## src/rtdt_pkg.sv

```systemverilog
package rtdt_pkg;

    localparam logic [1:0] ACT_SLOT = 2'd0;
    localparam logic [1:0] ACT_KIND = 2'd1;
    localparam logic [1:0] ACT_BYTE = 2'd2;
    localparam logic [1:0] ACT_END  = 2'd3;

    localparam logic [2:0] OP_SLOT = 3'd0;
    localparam logic [2:0] OP_KIND = 3'd1;
    localparam logic [2:0] OP_BYTE = 3'd2;
    localparam logic [2:0] OP_END  = 3'd3;
    localparam logic [2:0] OP_SKIP = 3'd4;

    localparam logic [1:0] STAT_VALID  = 2'd0;
    localparam logic [1:0] STAT_ACCEND = 2'd1;
    localparam logic [1:0] STAT_NONACC = 2'd2;
    localparam logic [1:0] STAT_BAD    = 2'd3;

    localparam logic signed [10:0] KIND_NONE = -11'sd1;
    localparam logic [7:0] CHAR_NL  = 8'h0A;
    localparam logic [7:0] CHAR_NUL = 8'h00;
    localparam logic [15:0] CNT_MAX = 16'hFFFF;

    typedef struct packed {
        logic              valid;
        logic [5:0]        target;
        logic signed [7:0] high;
        logic signed [7:0] low;
    } tr_entry_t;

    typedef struct packed {
        logic [2:0]         op;
        logic [5:0]         node;
        logic [2:0]         slot;
        tr_entry_t          entry;
        logic signed [10:0] kind;
        logic signed [7:0]  char_in;
    } item_t;

    typedef struct packed {
        logic signed [10:0] kind;
        logic [7:0]         len;
        logic [15:0]        line;
        logic [15:0]        col;
        logic [1:0]         status;
    } result_t;

endpackage

```

## src/rtdt_front.sv

```systemverilog
module rtdt_front #(
    parameter int NODES = 64,
    parameter int SLOTS = 8
) (
    input  logic               aclk,
    input  logic               aresetn,
    input  logic               s_tvalid,
    output logic               s_tready,
    input  logic [55:0]        s_tdata,
    input  logic [1:0]         s_tuser,
    output logic               item_valid,
    output rtdt_pkg::item_t    item,
    input  logic               item_pop
);

    rtdt_pkg::item_t q_reg [2];
    logic       wr_ptr_reg;
    logic       rd_ptr_reg;
    logic [1:0] count_reg;

    rtdt_pkg::item_t cls;
    logic signed [7:0] a;
    logic signed [7:0] b;
    logic [5:0] f_node;
    logic [2:0] f_slot;
    logic [5:0] f_target;
    logic push;

    assign f_node   = s_tdata[5:0];
    assign f_slot   = s_tdata[8:6];
    assign a        = s_tdata[16:9];
    assign b        = s_tdata[24:17];
    assign f_target = s_tdata[30:25];

    // classify: order the range ends and drop out-of-range table writes
    always_comb begin
        cls              = '0;
        cls.node         = f_node;
        cls.slot         = f_slot;
        cls.entry.low    = (a < b) ? a : b;
        cls.entry.high   = (a < b) ? b : a;
        cls.entry.target = f_target;
        cls.entry.valid  = s_tdata[31];
        cls.kind         = s_tdata[42:32];
        cls.char_in      = s_tdata[50:43];
        unique case (s_tuser)
            rtdt_pkg::ACT_SLOT: begin
                cls.op = (32'(f_node) < NODES && 32'(f_slot) < SLOTS && 32'(f_target) < NODES)
                       ? rtdt_pkg::OP_SLOT : rtdt_pkg::OP_SKIP;
            end
            rtdt_pkg::ACT_KIND: begin
                cls.op = (32'(f_node) < NODES) ? rtdt_pkg::OP_KIND : rtdt_pkg::OP_SKIP;
            end
            rtdt_pkg::ACT_BYTE: cls.op = rtdt_pkg::OP_BYTE;
            rtdt_pkg::ACT_END:  cls.op = rtdt_pkg::OP_END;
            default:            cls.op = rtdt_pkg::OP_SKIP;
        endcase
    end

    assign s_tready   = (count_reg != 2'd2);
    assign push       = s_tvalid && s_tready;
    assign item_valid = (count_reg != 2'd0);
    assign item       = q_reg[rd_ptr_reg];

    always_ff @(posedge aclk) begin
        if (push) begin
            q_reg[wr_ptr_reg] <= cls;
        end
    end

    always_ff @(posedge aclk) begin
        if (!aresetn) begin
            wr_ptr_reg <= 1'b0;
            rd_ptr_reg <= 1'b0;
            count_reg  <= 2'd0;
        end else begin
            if (push) begin
                wr_ptr_reg <= ~wr_ptr_reg;
            end
            if (item_pop) begin
                rd_ptr_reg <= ~rd_ptr_reg;
            end
            count_reg <= count_reg + 2'(push) - 2'(item_pop);
        end
    end

endmodule

```

## config.mk

```make
export PLATFORM = sky130hd
export DESIGN_NAME = rtdt_front
export DESIGN_NICKNAME = d
export VERILOG_FILES = /design/src/rtdt_pkg.sv /design/src/rtdt_front.sv
export SDC_FILE = /design/constraint.sdc
export NUM_CORES = 1
export LEC_CHECK = 0
export BUFFER_PORTS_ARGS = -buffer_cell sky130_fd_sc_hd__buf_4
export CORE_ASPECT_RATIO = 0.6
export CORE_MARGIN = 1.5
export CORE_UTILIZATION = 35
export DETAILED_ROUTE_END_ITERATION = 6
export GPL_TIMING_DRIVEN = 1
export PLACE_DENSITY_LB_ADDON = 0.05
export SYNTH_ARGS = -nofsm -noshare
export SYNTH_HDL_FRONTEND = slang
export SYNTH_SLANG_ARGS = --single-unit
```

## constraint.sdc

```tcl
create_clock -name aclk -period 9.6 [get_ports aclk]
set_clock_uncertainty 0.15 [all_clocks]
set_input_delay 1.92 -clock aclk [delete_from_list [all_inputs] [get_ports aclk]]
set_output_delay 1.92 -clock aclk [all_outputs]
set_load 0.03 [all_outputs]
```

Word-level counts from Yosys, hierarchy flattened
Memories as Yosys holds them, arrays and structs flattened. A register that Yosys moved wholly into a read port is not among the register bits.
Cells that the tools add are included.
{ "word_totals": {"regBits": 4, "latchBits": 0, "ram_bits": 108, "romBits": 0, "input_bits": 62, "output_inout_bits": 56, "elab_cells": 23, "mem_count": 1} }
{ "mem_list": {"columns": ["name", "words", "word_bits", "rd", "rd_clocked_by_memory_dff", "wr", "line", "rtl"], "rows": [
  ["q_reg", 2, 54, 1, 1, 1, "rtdt_front.sv:16", "rtdt_pkg::item_t q_reg [2];"]
]} }
{ "classes": {"add_sub_neg": 2, "multipliers": 0, "div_mod_pow": 0, "n_lt_le_gt_ge": 1, "n_eq_ne": 4, "n_shift": 0, "mux": 7, "bitwise": 2, "n_reduce_logical": 3} }
{ "ops": {"columns": ["operator", "n"], "rows": [
  ["$mux 8", 2],
  ["$pmux 3 s4", 1],
  ["$lt 8x8->1", 1],
  ["$eq 2x2->1 const B", 2],
  ["$mux 1", 4],
  ["$add 2x1->2", 1],
  ["$eq 2x1->1 const B", 1],
  ["$logic_not 2->1", 1],
  ["$ne 2x2->1 const B", 1],
  ["$not 1->1", 2],
  ["$reduce_bool 2->1", 1],
  ["$sub 2x1->2", 1],
  ["$logic_and 1x1->1", 1]
]} }

Logic depth before layout (Yosys ltp)
Gate-level depths: netlist (run 1).
{ "depth": {"depth_word": 4, "depth_mapped": 8, "mapped_depth_nobuf": 8} }

Worst setup path before layout (run 1)
Ideal clock, no wire load.
{ "synth_path": {"path_type": "input -> register", "start": "input s_tvalid", "end": "memory q_reg[0][0] (netlist bit), enable pin", "setup_time_ns": 0.465, "arrival_ns": 4.256, "required_ns": 8.985, "path_slack_ns": 4.729, "path_stages": 2, "n_path_buf": 0, "cell_sequence": "nand2_1 > nor2_1"} }
{ "synth_via": {"elab_chain_cells": 3} }
{ "synth_lines": {"columns": ["item", "line", "rtl"], "rows": [
  ["start: declaration", "rtdt_front.sv:7", "input logic s_tvalid,"],
  ["$logic_and 1x1->1", "rtdt_front.sv:61", "assign push = s_tvalid && s_tready;"],
  ["$mux 1", "rtdt_front.sv:66", "if (push) begin"],
  ["$mux 1 (implied by the code)", "rtdt_front.sv:67", "q_reg[wr_ptr_reg] <= cls;"],
  ["end: declaration", "rtdt_front.sv:16", null]
]} }
Every way passes these cells.

==> impl_metrics.csv, run 1 <==
group,metric,value,unit
status,status,"complete, no violations",
yosys,ys_ff_latch,111,
clocking,cts_max_level,3,
placement,io_buffers,111,
floorplanning,initial_core_util,0.365,
timing,setup-tns-final,0,ns
floorplanning,row_count,31,
clocking,path_clk_slew,0.07,ns
critical_path,path_max_fanout,13,
clocking,clock_latency,0.34,ns
grt,gr-total-overflow,0,
critical_path,endpoint_kind,"flip-flop",
timing,max_freq,0.239,GHz
yosys,synth.cell_area,4490,µm²
placement,gp_congestion,0.667,
yosys,syn_inst,239,
run,max-cap-violations,0,
hold_path,min_path_type,"flip-flop to flip-flop",
finish,diodes,0,
route,drc,0,
yosys,synth_top_family_by_area,"multiplexers",
route,first_pass_iters,4,
finish,multi_input_area,1130,µm²
critical_path,critPathBufInv,2,
route,wl,8.34,mm
critical_path,worstReg2RegEnd,"q_reg[0][31]",
route,drtAntennaViolNets,0,
timing,rsz0062_at_grt,"no",
grt,grt_pass1_wl,12.7,mm
finish,layout.nets,425,
yosys,synthSimpleGateAreaFrac,0.0223,
clocking,postCtsSetupBuffers,0,
critical_path,required,9.55,ns
timing,setup_violations,0,
yosys,synth_compound_area_frac,0.0173,
critical_path,critPathMaxStageDelay,0.77,ns
yosys,yosysWarningCount,0,
floorplanning,io_pins,118,
critical_path,worstPathArrival,4.13,ns
finish,largest_reg_flops,106,
critical_path,setup.worst_path.start,"s_tdata[24]",
timing,finalCriticalPeriod,4.19,ns
clocking,cts_made_buffers,9,
yosys,synth.avg_cell_area,18.8,µm²
yosys,synth.distinct_cells,29,
route,first_iter_violations,95,
finish,syn2layout_area_growth,29.0,%
finish,drive_gt1_frac,0.565,
placement,place_hpwl,5.35,mm
critical_path,critPathCapture,"q_reg[1][20]",
grt,grt_pass1_vias,2439,
critical_path,cp_top_family,"compound AO/OA/AOI/OAI gates",
grt,track_usage,0.128,
grt,antenna_found_initial,0,
pwr,p_leak,2.21,nW
yosys,yosysSeqAreaShare,0.731,
timing,finalCritPeriodShare,0.436,
clocking,clock-root-buffer,"clkbuf_16",
floorplanning,core_area,12300,µm²
critical_path,crit_path_top_delay_cell,"o31a_1",
floorplanning,die_x,149,µm
finish,final_common_cell,"buf_4",
clocking,clk_path_buf_depth,2,
timing,worst_pin_slew,0.882,ns
grt,grt_start_max_net_pins,54,
critical_path,start_kind,"primary input",
critical_path,cp.depth,7,
timing,setup_ws,5.41,ns
pwr,vdd_drop_max,0.100,mV
yosys,synth_fa_ha_area_frac,0.0251,
critical_path,r2r_setup_slack,7.51,ns
critical_path,r2r_start,"count_reg[0]",
yosys,synthXorXnorAreaFrac,0.00585,
finish,final_cell_mix,"buf_4 (114), edfxtp_1 (106), mux2_2 (58)",
clocking,ctsResizeCount,0,
timing,final_hold_viol_count,0,
yosys,muxShareOfSynthArea,0.179,
floorplanning,die_area,13500,µm²
finish,seq_area,3280,µm²
placement,dp_cells,508,
route,wl_per_cell,15.9,µm
timing,final_max_slew_viol_count,0,
pwr,p_per_area,225,nW/µm²
floorplanning,chipHeight,90.7,µm
clocking,postCtsHoldBufs,0,
placement,post-place-ws,5.04,ns
route,via_count,2346,
pwr,totalPowerFinal,1.31,mW
route,vias_per_cell,4.48,
critical_path,reg2reg_depth,4,
critical_path,path_cells,"buf_4 -> inv_1 -> ha_1 -> nand4_1 -> a211oi_2 -> o31a_1 -> mux2_2",
critical_path,criticalPathCategory,"primary input to flip-flop",
clocking,cts_sinks,111,
finish,instances_no_fill,524,
clocking,cts_tree,"built",
finish,fillCellCount,1101,
timing,maxSlewHeadroom,0.412,
yosys,synth_nets,310,
cells by family after synthesis:
| family | after synthesis |
|---|---|
| AOI/OAI and AO/OA | 10 |
| xor gates and xnor gates | 3 |
| adders and majority gates | 9 |
| buffers and inverters | 19 |
| DFF | 111 |
| muxes | 68 |
| other | 1 |
| and+or+nand+nor | 18 |
where the power goes:
part | switching, mW | leakage [nW] | internal [mW]
Clock | 0.170 | 0.140 | 0.179
Combinational | 0.197 | 1.04 | 0.135
Sequential | 0.0140 | 1.03 | 0.611
Total | 0.380 | 2.21 | 0.926
worst min-delay path by stage:
| stage | from | to | slack, ns | cells past startpoint |
|---|---|---|---|---|
| 6_report | rd_ptr_reg | flip-flop | 0.43 | 2 |
| 5_1_grt | rd_ptr_reg | flip-flop | 0.47 | 2 |
| 4_1_cts | rd_ptr_reg | flip-flop | 0.43 | 2 |
| 3_5_place_dp | rd_ptr_reg | flip-flop | 0.41 | 2 |
| 3_3_place_gp | rd_ptr_reg | flip-flop | 0.41 | 2 |
| 2_1_floorplan | wr_ptr_reg | wr_ptr_reg | 0.39 | 2 |
metal layers:
layer / track usage / up-vias / part of all wire
met5: 0 / - / 0
met4: 0.0396 / 0 / 0.0096
met3: 0.0515 / 6 / 0.071
met2: 0.203 / 75 / 0.46
met1: 0.159 / 1122 / 0.46
li1: - / 1143 / -
cell type report:
type | instances | share of cell area
clock buffers | 9 | 0.0389
clock inverters | 7 | 0.00950
inverters | 9 | 0.00583
multi-input cells | 109 | 0.195
flip-flops and latches | 111 | 0.567
well taps | 165 | 0.0356
repair buffers | 114 | 0.148
worst min-delay path, cell delays in order, from the launching register on:
cell and delay (ns):
dfxtp_1 0.33, xor2_1 0.07, and2_1 0.14
synthesized netlist by cell type:
cell type    n  area share
nand2b_1     2      0.0028
or2_2        2      0.0028
mux2_2      58        0.15
o2111ai_1    1      0.0020
o21ai_0      2      0.0022
buf_4        1      0.0017
nand2_1      1     0.00084
and2_1       5      0.0070
mux2_4      10       0.033
nand4_1      1      0.0014
xor2_1       1      0.0020
o31a_1       1      0.0020
o21a_1       1      0.0017
edfxtp_1   106        0.71
xnor2_1      2      0.0039
conb_1       1     0.00084
buf_6        1      0.0025
nand3_1      1      0.0011
or4_1        1      0.0017
clkbuf_1     4      0.0033
ha_1         9       0.025
and3_1       1      0.0014
nor2_1       4      0.0033
inv_1        9      0.0075
a211oi_1     3      0.0050
o211ai_1     1      0.0017
a211oi_2     1      0.0028
buf_1        4      0.0033
dfxtp_1      5       0.022
through the flow:
stage / utilization / area, µm² / hold WS, ns
2_1_floorplan: - / 4490 / 0.392
3_3_place_gp: 0.448 / 5510 / 0.414
3_5_place_dp: 0.448 / 5510 / 0.412
4_1_cts: 0.471 / 5790 / 0.427
5_1_grt: 0.471 / 5790 / 0.465
6_report: 0.471 / 5790 / 0.425
Power figures use the tool's default switching activity.
==> run 2, diff against run 1 <==
==> constraint.sdc (replaced) <==
create_clock -name aclk -period 3.5 [get_ports aclk]
set_clock_uncertainty 0.15 [all_clocks]
set_input_delay 0.7 -clock aclk [delete_from_list [all_inputs] [get_ports aclk]]
set_output_delay 0.7 -clock aclk [all_outputs]
set_load 0.03 [all_outputs]
==> impl_metrics.csv, run 2 (same netlist as run 1, synthesis figures left out) <==
group,metric,value,unit
critical_path,path_max_fanout,43,
floorplanning,core_area,12300,µm²
clocking,clock-root-buffer,"clkbuf_16",
finish,diodes,0,
clocking,ctsResizeCount,0,
grt,antenna_found_initial,0,
critical_path,worstReg2RegEnd,"q_reg[0][11]",
run,max-cap-violations,0,
critical_path,r2r_start,"count_reg[0]",
timing,setup_violations,0,
route,routedLengthMet1,3.77,mm
hold_path,min-delay-start,"s_tdata[48]",
floorplanning,row_count,31,
floorplanning,initial_core_util,0.365,
timing,setup_ws,0.883,ns
floorplanning,chipHeight,90.7,µm
critical_path,endpoint_kind,"output port",
timing,worst_pin_slew,0.766,ns
grt,track_usage,0.125,
clocking,postCtsSetupBuffers,0,
route,wl,8.24,mm
route,wl_met2,3.66,mm
clocking,cts_max_level,3,
clocking,cts_tree,"built",
clocking,cts_sinks,111,
timing,max_freq,0.382,GHz
pwr,p_leak,2.24,nW
placement,gp_congestion,0.660,
timing,finalCritPeriodShare,0.748,
finish,drive_gt1_frac,0.569,
status,status,"complete, no violations",
critical_path,start_kind,"flip-flop",
grt,grt_start_max_net_pins,55,
clocking,path_clk_slew,0.07,ns
finish,post-route-util,0.476,
placement,io_buffers,111,
timing,rsz0062_at_grt,"no",
timing,final_hold_viol_count,0,
route,dr_wl_met3,706,µm
grt,grt_pass1_wl,12.4,mm
hold_path,holdPathEnd,"q_reg[0][5]",
finish,final_common_cell,"buf_4",
route,drtAntennaViolNets,0,
floorplanning,io_pins,118,
critical_path,criticalPathCategory,"flip-flop to output port",
placement,place_hpwl,5.35,mm
route,top_layer,"met4",
critical_path,required,2.65,ns
timing,maxSlewHeadroom,0.489,
placement,post-place-ws,0.679,ns
clocking,cts_made_buffers,9,
route,wl_per_cell,15.6,µm
critical_path,r2r_setup_slack,1.63,ns
floorplanning,die_x,149,µm
grt,grt_pass1_vias,2423,
timing,finalCriticalPeriod,2.62,ns
floorplanning,die_area,13500,µm²
route,via_count,2345,
finish,layout.nets,428,
route,drc,0,
clocking,clk_path_buf_depth,2,
route,vias_per_cell,4.45,
finish,syn2layout_area_growth,30.2,%
clocking,clock_latency,0.34,ns
hold_path,min_path_type,"primary input to flip-flop",
grt,gr-total-overflow,0,
hold_path,hold_path_depth,1,
timing,setup-tns-final,0,ns
finish,largest_reg_flops,106,
timing,final_max_slew_viol_count,0,
finish,final_cell_mix,"buf_4 (116), edfxtp_1 (106), mux2_2 (58)",
critical_path,worstPathArrival,1.77,ns
pwr,vdd_drop_max,0.232,mV
critical_path,reg2reg_depth,4,
route,first_iter_violations,54,
pwr,p_per_area,623,nW/µm²
route,first_pass_iters,4,
clocking,postCtsHoldBufs,0,
==> run 2: how the worst max path moves through the flow <==
| stage | start | to | slack (ns) | cells past startpoint |
|---|---|---|---|---|
| 2_1_floorplan | count_reg[0] | q_reg[0][0] | 0.73 | 3 |
| 3_3_place_gp | s_tdata[16] | q_reg[0][20] | 0.67 | 7 |
| 3_5_place_dp | s_tdata[14] | q_reg[1][27] | 0.68 | 7 |
| 4_1_cts | flip-flop | item[3] | 0.83 | 3 |
| 5_1_grt | flip-flop | item[28] | 0.80 | 3 |
| 6_report | flip-flop | item[3] | 0.88 | 3 |
==> run 2: stage by stage <==
| stage | cell area (µm²) | total power, mW | hold slack (ns) | cells |
|---|---|---|---|---|
| final | 5850 | 3.64 | 0.384 | 527 |
| after global placement | 5550 | 2.67 | 0.412 | 511 |
| after CTS | 5850 | 3.70 | 0.370 | 527 |
| after global routing | 5850 | 3.82 | 0.363 | 527 |
| after floorplan | 4490 | 2.34 | 0.405 | 239 |
| after detailed placement | 5550 | 2.68 | 0.414 | 511 |
==> run 2: power breakdown <==
part	switching (mW)	total [mW]	leakage, nW	internal [mW]
Sequential	0.0444	1.72	1.03	1.68
Clock	0.434	1.01	0.146	0.574
Combinational	0.534	0.912	1.06	0.378
Total	1.01	3.64	2.24	2.63
==> run 2: metal layers <==
layer  vias up  global-route usage
li1       1147                   -
met1      1115               0.152
met2        75               0.194
met3         8              0.0621
met4         0              0.0421
met5         -                   0
==> run 2: cell type report <==
cell class / instances / area, µm²
Sequential cell: 111 / 3280
Fill cell: 1088 / 6450
Inverter: 9 / 33.8
Multi-Input combinational cell: 109 / 1130
Tap cell: 165 / 206
Clock buffer: 11 / 243
Clock inverter: 5 / 56.3
Timing Repair Buffer: 117 / 891
==> run 2: critical path: stages (launching register included) <==
cell and delay (ns):
dfxtp_2 0.53, buf_12 0.31, mux2_2 0.38, buf_4 0.17
